===== src/rtl/pww_pkg.sv =====
// Package for the proportional word wrap block.
// Holds the glyph width table, character and register codes and the sequencer state type.
// No dependencies.
`timescale 1ns / 1ps
`default_nettype none
package pww_pkg;

	localparam int WORD_MAX_DEF = 32;
	localparam int LINE_PX_W    = 18;
	localparam int WORD_PX_W    = 9;
	localparam int CNT_W        = 16;
	localparam int CFG_W        = 16;

	localparam logic [CFG_W-1:0] LINE_LIMIT_RST = 16'd160;
	localparam logic [CFG_W-1:0] OUT_CAP_RST    = 16'd1024;

	localparam logic [7:0] CHR_CR = 8'h0D;
	localparam logic [7:0] CHR_LF = 8'h0A;
	localparam logic [7:0] CHR_SP = 8'h20;

	localparam logic [3:0] SPACE_PX = 4'd4;

	// register indexes on the config port
	localparam logic CFG_LINE_LIMIT = 1'b0;
	localparam logic CFG_OUT_CAP    = 1'b1;

	localparam logic [3:0] GLYPH_PX [128] = '{
		4'd0, 4'd0, 4'd0, 4'd0, 4'd0, 4'd0, 4'd0, 4'd0,
		4'd0, 4'd0, 4'd0, 4'd0, 4'd0, 4'd0, 4'd0, 4'd0,
		4'd0, 4'd0, 4'd0, 4'd0, 4'd0, 4'd0, 4'd0, 4'd0,
		4'd0, 4'd0, 4'd0, 4'd0, 4'd0, 4'd0, 4'd0, 4'd0,
		4'd4, 4'd2, 4'd4, 4'd7, 4'd6, 4'd9, 4'd7, 4'd2,
		4'd3, 4'd3, 4'd4, 4'd6, 4'd3, 4'd5, 4'd2, 4'd7,
		4'd6, 4'd3, 4'd6, 4'd6, 4'd6, 4'd6, 4'd6, 4'd6,
		4'd6, 4'd6, 4'd2, 4'd3, 4'd5, 4'd6, 4'd5, 4'd7,
		4'd8, 4'd6, 4'd6, 4'd6, 4'd6, 4'd6, 4'd6, 4'd6,
		4'd6, 4'd4, 4'd6, 4'd6, 4'd5, 4'd8, 4'd8, 4'd6,
		4'd6, 4'd7, 4'd6, 4'd6, 4'd6, 4'd6, 4'd8, 4'd10,
		4'd8, 4'd6, 4'd6, 4'd3, 4'd6, 4'd3, 4'd6, 4'd6,
		4'd4, 4'd7, 4'd6, 4'd6, 4'd6, 4'd6, 4'd5, 4'd6,
		4'd6, 4'd2, 4'd5, 4'd5, 4'd2, 4'd9, 4'd6, 4'd6,
		4'd6, 4'd6, 4'd6, 4'd6, 4'd5, 4'd6, 4'd6, 4'd6,
		4'd6, 4'd6, 4'd6, 4'd4, 4'd2, 4'd5, 4'd7, 4'd0
	};

	typedef enum logic [2:0] {
		S_IDLE,
		S_SEP,
		S_RD,
		S_CH,
		S_EOL,
		S_FIN
	} state_t;

endpackage
`default_nettype wire


===== src/rtl/proportional_word_wrap.sv =====
// Greedy word wrap over a proportional font, one text byte per input item.
// Uses pww_pkg for the glyph table, codes and state type.
//
// Channels: input items (kind, character) on in_valid/in_ready, results
// (out_char, has_char, final_res, lines, word_clipped) on out_valid/out_ready,
// register writes (cfg_index, cfg_data) on cfg_valid/cfg_ready, always ready.
// A word byte is stored while the block stays idle, so in_ready stays high.
// A space, CR/LF or end item flushes the buffered word through the single
// registered read port of the word memory: the separator decision, then for
// each word byte a memory read and an output load, then the line end and,
// for an end item, the closing result. Bytes stall one for one while the
// output register is held by the receiver; a stalled receiver only freezes
// the sequencer, nothing is dropped. in_ready is low while a flush runs.
// The end item gives the closing result and clears all stream state.
// Reset restores line_limit 160, output_capacity 1024 and empty stream state;
// the word memory needs no clearing since only bytes of the current word are read.
`timescale 1ns / 1ps
`default_nettype none
module proportional_word_wrap
	import pww_pkg::*;
#(
	parameter int WORD_MAX = WORD_MAX_DEF
) (
	input  wire logic             clk,
	input  wire logic             arst_n,
	input  wire logic             in_valid,
	output logic                  in_ready,
	input  wire logic             kind,
	input  wire logic [7:0]       character,
	output logic                  out_valid,
	input  wire logic             out_ready,
	output logic [7:0]            out_char,
	output logic                  has_char,
	output logic                  final_res,
	output logic [CNT_W-1:0]      lines,
	output logic                  word_clipped,
	input  wire logic             cfg_valid,
	output logic                  cfg_ready,
	input  wire logic             cfg_index,
	input  wire logic [CFG_W-1:0] cfg_data
);

	localparam int LW = $clog2(WORD_MAX + 1);
	localparam int IW = (WORD_MAX > 1) ? $clog2(WORD_MAX) : 1;

	state_t state_q, state_d;

	logic [CFG_W-1:0]     line_limit_q, out_cap_q;
	logic [7:0]           word_mem [WORD_MAX];
	logic [7:0]           rd_q;
	logic [LW-1:0]        len_q;
	logic [IW-1:0]        idx_q;
	logic [WORD_PX_W-1:0] wpx_q;
	logic [LINE_PX_W-1:0] lpx_q;
	logic                 started_q, clip_q, eol_q, fin_q;
	logic [CNT_W-1:0]     ltot_q, emitted_q;

	logic                 out_valid_q, has_char_q, final_q, clip_out_q;
	logic [7:0]           out_char_q;
	logic [CNT_W-1:0]     lines_q;

	logic                 acc_in, slot_free, is_eol_chr, store_en, store_room;
	logic                 emit_en, sep_nl, word_done, line_nl, fin_load, next_rd;
	logic [7:0]           emit_ch;
	logic [CFG_W-1:0]     cap_eff;
	logic                 cap_ok;
	logic [LINE_PX_W:0]   fit_sum;
	logic                 too_wide;
	logic [WORD_PX_W:0]   wpx_sum;
	logic [3:0]           glyph;

	assign in_ready     = (state_q == S_IDLE);
	assign cfg_ready    = 1'b1;
	assign acc_in       = in_valid && in_ready;
	assign slot_free    = !out_valid_q || out_ready;
	assign is_eol_chr   = (character == CHR_CR) || (character == CHR_LF);
	assign store_room   = (len_q < LW'(WORD_MAX));
	assign store_en     = acc_in && !kind && !is_eol_chr && (character != CHR_SP);
	assign cap_eff      = (out_cap_q == '0) ? CFG_W'(1) : out_cap_q;
	assign cap_ok       = ({1'b0, emitted_q} + 17'd1) < {1'b0, cap_eff};
	assign fit_sum      = {1'b0, lpx_q} + (LINE_PX_W + 1)'(wpx_q);
	assign too_wide     = fit_sum > (LINE_PX_W + 1)'(line_limit_q);
	assign glyph        = character[7] ? 4'd0 : GLYPH_PX[character[6:0]];
	assign wpx_sum      = {1'b0, wpx_q} + (WORD_PX_W + 1)'(glyph);

	always_ff @(posedge clk or negedge arst_n) begin
		if (!arst_n) begin
			state_q <= S_IDLE;
		end else begin
			state_q <= state_d;
		end
	end

	always_comb begin
		state_d   = state_q;
		emit_en   = 1'b0;
		emit_ch   = CHR_SP;
		sep_nl    = 1'b0;
		word_done = 1'b0;
		line_nl   = 1'b0;
		fin_load  = 1'b0;
		next_rd   = 1'b0;
		unique case (state_q)
			S_IDLE: begin
				if (acc_in && (kind || is_eol_chr || character == CHR_SP)) begin
					state_d = S_SEP;
				end
			end
			S_SEP: begin
				if (len_q == '0) begin
					state_d = S_EOL;
				end else if (lpx_q == '0) begin
					state_d = S_RD;
				end else if (slot_free) begin
					emit_en = 1'b1;
					sep_nl  = too_wide;
					emit_ch = too_wide ? CHR_LF : CHR_SP;
					state_d = S_RD;
				end
			end
			S_RD: begin
				state_d = S_CH;
			end
			S_CH: begin
				if (slot_free) begin
					emit_en = 1'b1;
					emit_ch = rd_q;
					if (LW'(idx_q) + LW'(1) == len_q) begin
						word_done = 1'b1;
						state_d   = S_EOL;
					end else begin
						next_rd = 1'b1;
						state_d = S_RD;
					end
				end
			end
			S_EOL: begin
				if (!eol_q) begin
					state_d = S_IDLE;
				end else if (!started_q) begin
					state_d = fin_q ? S_FIN : S_IDLE;
				end else if (slot_free) begin
					emit_en = 1'b1;
					emit_ch = CHR_LF;
					line_nl = 1'b1;
					state_d = fin_q ? S_FIN : S_IDLE;
				end
			end
			S_FIN: begin
				if (slot_free) begin
					fin_load = 1'b1;
					state_d  = S_IDLE;
				end
			end
			default: state_d = S_IDLE;
		endcase
	end

	// word memory: one write port, one registered read port
	always_ff @(posedge clk) begin
		if (store_en && store_room) begin
			word_mem[len_q[IW-1:0]] <= character;
		end
		rd_q <= word_mem[idx_q];
	end

	always_ff @(posedge clk or negedge arst_n) begin
		if (!arst_n) begin
			line_limit_q <= LINE_LIMIT_RST;
			out_cap_q    <= OUT_CAP_RST;
			len_q        <= '0;
			idx_q        <= '0;
			wpx_q        <= '0;
			lpx_q        <= '0;
			started_q    <= 1'b0;
			clip_q       <= 1'b0;
			eol_q        <= 1'b0;
			fin_q        <= 1'b0;
			ltot_q       <= '0;
			emitted_q    <= '0;
			out_valid_q  <= 1'b0;
		end else begin
			if (cfg_valid) begin
				unique case (cfg_index)
					CFG_LINE_LIMIT: line_limit_q <= cfg_data;
					CFG_OUT_CAP:    out_cap_q    <= cfg_data;
				endcase
			end

			if (acc_in) begin
				eol_q <= kind || is_eol_chr;
				fin_q <= kind;
				if (!kind && !is_eol_chr) begin
					started_q <= 1'b1;
				end
			end

			if (store_en) begin
				if (store_room) begin
					len_q <= len_q + LW'(1);
					wpx_q <= wpx_sum[WORD_PX_W] ? '1 : wpx_sum[WORD_PX_W-1:0];
				end else begin
					clip_q <= 1'b1;
				end
			end

			if (state_q == S_SEP) begin
				idx_q <= '0;
			end else if (next_rd) begin
				idx_q <= idx_q + IW'(1);
			end

			if (sep_nl || line_nl) begin
				if (ltot_q != '1) begin
					ltot_q <= ltot_q + CNT_W'(1);
				end
			end
			if (sep_nl || line_nl) begin
				lpx_q <= '0;
			end else if (word_done) begin
				lpx_q <= lpx_q + LINE_PX_W'(wpx_q) + LINE_PX_W'(SPACE_PX);
			end
			if (line_nl) begin
				started_q <= 1'b0;
			end
			if (word_done) begin
				len_q <= '0;
				wpx_q <= '0;
			end

			if (emit_en && cap_ok) begin
				emitted_q <= emitted_q + CNT_W'(1);
			end

			if ((emit_en && cap_ok) || fin_load) begin
				out_valid_q <= 1'b1;
			end else if (out_ready) begin
				out_valid_q <= 1'b0;
			end

			// end of text: back to a fresh stream
			if (fin_load) begin
				len_q     <= '0;
				wpx_q     <= '0;
				lpx_q     <= '0;
				started_q <= 1'b0;
				ltot_q    <= '0;
				emitted_q <= '0;
				clip_q    <= 1'b0;
			end
		end
	end

	always_ff @(posedge clk) begin
		if (fin_load) begin
			out_char_q <= 8'd0;
			has_char_q <= 1'b0;
			final_q    <= 1'b1;
			lines_q    <= ltot_q;
			clip_out_q <= clip_q;
		end else if (emit_en && cap_ok) begin
			out_char_q <= emit_ch;
			has_char_q <= 1'b1;
			final_q    <= 1'b0;
			lines_q    <= '0;
			clip_out_q <= 1'b0;
		end
	end

	assign out_valid    = out_valid_q;
	assign out_char     = out_char_q;
	assign has_char     = has_char_q;
	assign final_res    = final_q;
	assign lines        = lines_q;
	assign word_clipped = clip_out_q;

endmodule
`default_nettype wire


===== config.mk =====
export PLATFORM = sky130hd
export DESIGN_NAME = proportional_word_wrap
export DESIGN_NICKNAME = d
export VERILOG_FILES = /design/src/rtl/pww_pkg.sv /design/src/rtl/proportional_word_wrap.sv
export SDC_FILE = /design/constraint.sdc
export NUM_CORES = 1
export LEC_CHECK = 0
export CAP_MARGIN = 0
export CORE_ASPECT_RATIO = 2
export CORE_MARGIN = 1.5
export CORE_UTILIZATION = 29
export CTS_CLUSTER_DIAMETER = 80
export DETAILED_ROUTE_END_ITERATION = 7
export DONT_BUFFER_PORTS = 1
export HOLD_SLACK_MARGIN = 0.06
export PLACE_DENSITY = 0.48
export RECOVER_POWER = 50
export SETUP_SLACK_MARGIN = 0.4
export SYNTH_ARGS = -nofsm -noshare
export SYNTH_HDL_FRONTEND = slang
export SYNTH_SLANG_ARGS = --single-unit
export TNS_END_PERCENT = 20

===== constraint.sdc =====
create_clock -name clk -period 7 [get_ports clk]
set_input_delay 0.7 -clock clk [delete_from_list [all_inputs] [get_ports clk]]
set_output_delay 0.7 -clock clk [all_outputs]
set_load 0.02 [all_outputs]

==> results.ini <==
[status]
run_status=finished, violations left
failed_checks=max-capacitance violations, max-slew violations

[placement]
final_weighted_congestion_of_routability_driven_global_placement=0.820
dpl.hpwl_um=35900
dpl_worst_slack_ns=1.52
port_buf_inserts=0
dpl-instance-area_um2=20200
dp_cells=2382

[run]
max_cap_violations=1

[die]
boundaryPins=61
die_h_um=368
die-area_um2=68200
start_util=0.294
die-width_um=185
placeableCoreArea_um2=65700
placement_rows=133

[sta]
hold_viol=0
fin_crit_sh=0.781
max_clock_freq_mhz=183
hold_ws_ns=0.0490
slew_headroom=-0.159
rsz0062_at_grt=false
finalCriticalPeriod_ns=5.47
post-route-worst-setup-slack_ns=1.53
max_slew.worst_pin.slew_ns=1.73
final.setup_skew_ns=0.0370
finalSetupTns_ns=0
final-max-slew-violation-count=32
setup_viol_count_final=0

[synthesis]
ys_ff_latch=401
synth_area_um2=19300
synthesis.area_per_instance_um2=12.3
synth_cells=1569
synth_cell_types=82
asr_flop_ratio_synth=0.274
synth_edf_count=273
synth_flop_cell=sky130_fd_sc_hd__edfxtp_1
synth_warnings=0
synth.yosys.seq_area_share=0.586
synth_nets=1675

[global_routing]
grt_start_max_net_pins=111
grt_util_all_layers=0.151
grt.overflow.total=0
initial_antenna_violation_count=0
vias_in_the_first_global_route=12800
grt_first_pass_wirelength_um=77400

[critical_path]
worst_ep_arrival_time_ns=5.89
crit_end_element=register
reg_to_reg_setup_timing_slack_ns=1.53
start_kind=register
r2r_path_start=wpx_q[5]$_DFFE_PN0P_
timing.rr.end=ltot_q[7]$_DFFE_PN0P_
crit_path_max_fanout=18
critical_path_required_ns=7.42
timing.reg2reg.worst_path_depth=17
crit_type=reg2reg

[routing]
route.detailed.wl_per_inst_um=20.6
drc=0
dr.pass1.iters=7
vias_per_cell=4.96
route.final.wire_length_um=50700
detail_route.iter0.violations=712
routed-via-count=12200
postRouteAntennaNets=0

[cells_and_area]
nFillCells=6545
final_cell_area_um2=21400
finalCoreUtilization=0.326
insertedDiodeCount=0
multiInputGateArea_um2=7400
seq_area_um2=11300
post_route_cells_drive_above_1_share=0.0951
areaGrowthSynthToFinish_pct=11.1
instances_no_fill=2455
design.final.nets=1653

[cts]
clock_tree_from_tritoncts=built
clock_insertion_delay_worst_skew_ns=0.58
ctsResizeCount=0
cts_sinks=401
cts_buffer_depth=3
cts_made_buffers=39
cts_root_buffer=sky130_fd_sc_hd__clkbuf_16
clk_pin_slew_ns=0.06
htreeDepth=2

[pwr]
ir_worst_vdd_uv=158
total_power_mw=6.78
power_per_cell_area_nw_per_um2=316
power_leakage_nw=7.77

[hold_path]
worstHoldPathType=in2async

[final cells by class]
class                   count  share of cell area
flip-flops and latches    401               0.528
repair buffers             10             0.00443
clock buffers              54              0.0515
clock inverters            18             0.00717
well taps                 877              0.0512
multi-input cells        1020               0.345
inverters                  75              0.0131
[flip-flops by register name (all words and copies together), names as in the netlist, 3 cells and up]
register      count
word_mem        256
lpx_q            18
emitted_q        16
line_limit_q     16
lines            16
ltot_q           16
out_cap_q        16
wpx_q             9
out_char          8
rd_q              8
len_q             6
idx_q             5
state_q           3
[metal layers]
metal  up-vias  track usage  share of wire  routed length (um)
li1       5743            -              -                   -
met1      6097        0.147           0.35               17600
met2       239        0.295           0.56               28400
met3        94       0.0254          0.043                2180
met4         0       0.0783          0.048                2430
met5         -            0              0                   0
[synth_stat cells (19+ instances only)]
| library cell | count | area [um2] |
|---|---|---|
| sky130_fd_sc_hd__a21oi_1 | 53 | 265 |
| sky130_fd_sc_hd__and2_1 | 22 | 138 |
| sky130_fd_sc_hd__clkbuf_1 | 44 | 165 |
| sky130_fd_sc_hd__dfrtp_1 | 107 | 2680 |
| sky130_fd_sc_hd__edfxtp_1 | 273 | 8200 |
| sky130_fd_sc_hd__ha_1 | 66 | 826 |
| sky130_fd_sc_hd__inv_1 | 74 | 278 |
| sky130_fd_sc_hd__mux2_2 | 23 | 259 |
| sky130_fd_sc_hd__mux2i_1 | 69 | 691 |
| sky130_fd_sc_hd__mux4_2 | 33 | 743 |
| sky130_fd_sc_hd__nand2_1 | 137 | 514 |
| sky130_fd_sc_hd__nand3_1 | 44 | 220 |
| sky130_fd_sc_hd__nor2_1 | 149 | 559 |
| sky130_fd_sc_hd__nor2b_1 | 22 | 138 |
| sky130_fd_sc_hd__nor3_1 | 23 | 115 |
| sky130_fd_sc_hd__o21ai_0 | 75 | 375 |
| sky130_fd_sc_hd__o221ai_1 | 25 | 219 |
| sky130_fd_sc_hd__xnor2_1 | 36 | 315 |
| sky130_fd_sc_hd__xor2_1 | 19 | 166 |
[power breakdown]
part / total, mW / internal (mW) / leakage [nW] / switching (mW)
clock network: 2.12 / 1.16 / 0.613 / 0.959
logic: 1.59 / 0.653 / 3.13 / 0.933
registers: 3.08 / 2.75 / 4.03 / 0.333
[kinds of logic after synthesis]
family,count (synthesis),share of synthesized area
simple gates,485,0.119
flops,401,0.586
compound gates,279,0.0993
buf+inv,148,0.0306
mux,125,0.0877
fa+ha+maj,75,0.0521
xor+xnor,55,0.0250
other cells,1,0.000194
[repair_timing]
action / 4_1_cts / 5_1_grt
hold buffers: 1 / 0
setup buffers: 0 / 0
hold endpoints to repair: 110 / 0
[worst max path at each step]
stage | from | end | slack, ns | cells past startpoint
2_1_floorplan | wpx_q[5]$_DFFE_PN0P_ | lpx_q[6]$_DFFE_PN0P_ | 2.58 | 19
3_3_place_gp | wpx_q[5]$_DFFE_PN0P_ | ltot_q[7]$_DFFE_PN0P_ | 1.60 | 17
3_5_place_dp | wpx_q[5]$_DFFE_PN0P_ | ltot_q[7]$_DFFE_PN0P_ | 1.52 | 17
4_1_cts | wpx_q[5]$_DFFE_PN0P_ | ltot_q[7]$_DFFE_PN0P_ | 1.49 | 17
5_1_grt | wpx_q[5]$_DFFE_PN0P_ | ltot_q[7]$_DFFE_PN0P_ | 1.21 | 17
6_report | wpx_q[5]$_DFFE_PN0P_ | ltot_q[7]$_DFFE_PN0P_ | 1.53 | 17
[cell usage in the layout (no fill, tap or decap), drive strengths merged, types with 6 or more instances in the layout]
master	n
a21o	18
dfxtp	18
mux2i	69
nor3	24
nor2b	22
nor4	11
xnor2	36
o21ai	76
o211ai	6
mux4	33
a221o	6
nand2	137
nand4	16
edfxtp	273
clkbuf	54
a21oi	53
a211oi	10
ha	66
nand3	44
and2	22
fa	9
o32ai	6
o221ai	25
o22ai	14
buf	10
clkinv	15
nand2b	16
a31oi	8
nor2	150
and3	18
inv	75
mux2	23
xor2	19
dfrtp	107
o21a	7
[critical path, cell delays in order (launching register included)]
cell	delay, ns
sky130_fd_sc_hd__dfrtp_1	0.44
sky130_fd_sc_hd__ha_1	0.21
sky130_fd_sc_hd__inv_1	0.06
sky130_fd_sc_hd__fa_1	0.43
sky130_fd_sc_hd__a21boi_0	0.15
sky130_fd_sc_hd__a31oi_1	0.18
sky130_fd_sc_hd__a41oi_1	0.28
sky130_fd_sc_hd__nor2_1	0.26
sky130_fd_sc_hd__nand4_1	0.14
sky130_fd_sc_hd__xnor2_1	0.17
sky130_fd_sc_hd__ha_1	0.33
sky130_fd_sc_hd__nand3_1	0.08
sky130_fd_sc_hd__or2_1	0.24
sky130_fd_sc_hd__or4_4	0.56
sky130_fd_sc_hd__a2111oi_4	0.58
sky130_fd_sc_hd__nor3_2	0.12
sky130_fd_sc_hd__o21a_1	0.58
sky130_fd_sc_hd__a221o_1	0.49
No activity file was read; power rests on OpenSTA's default activity.
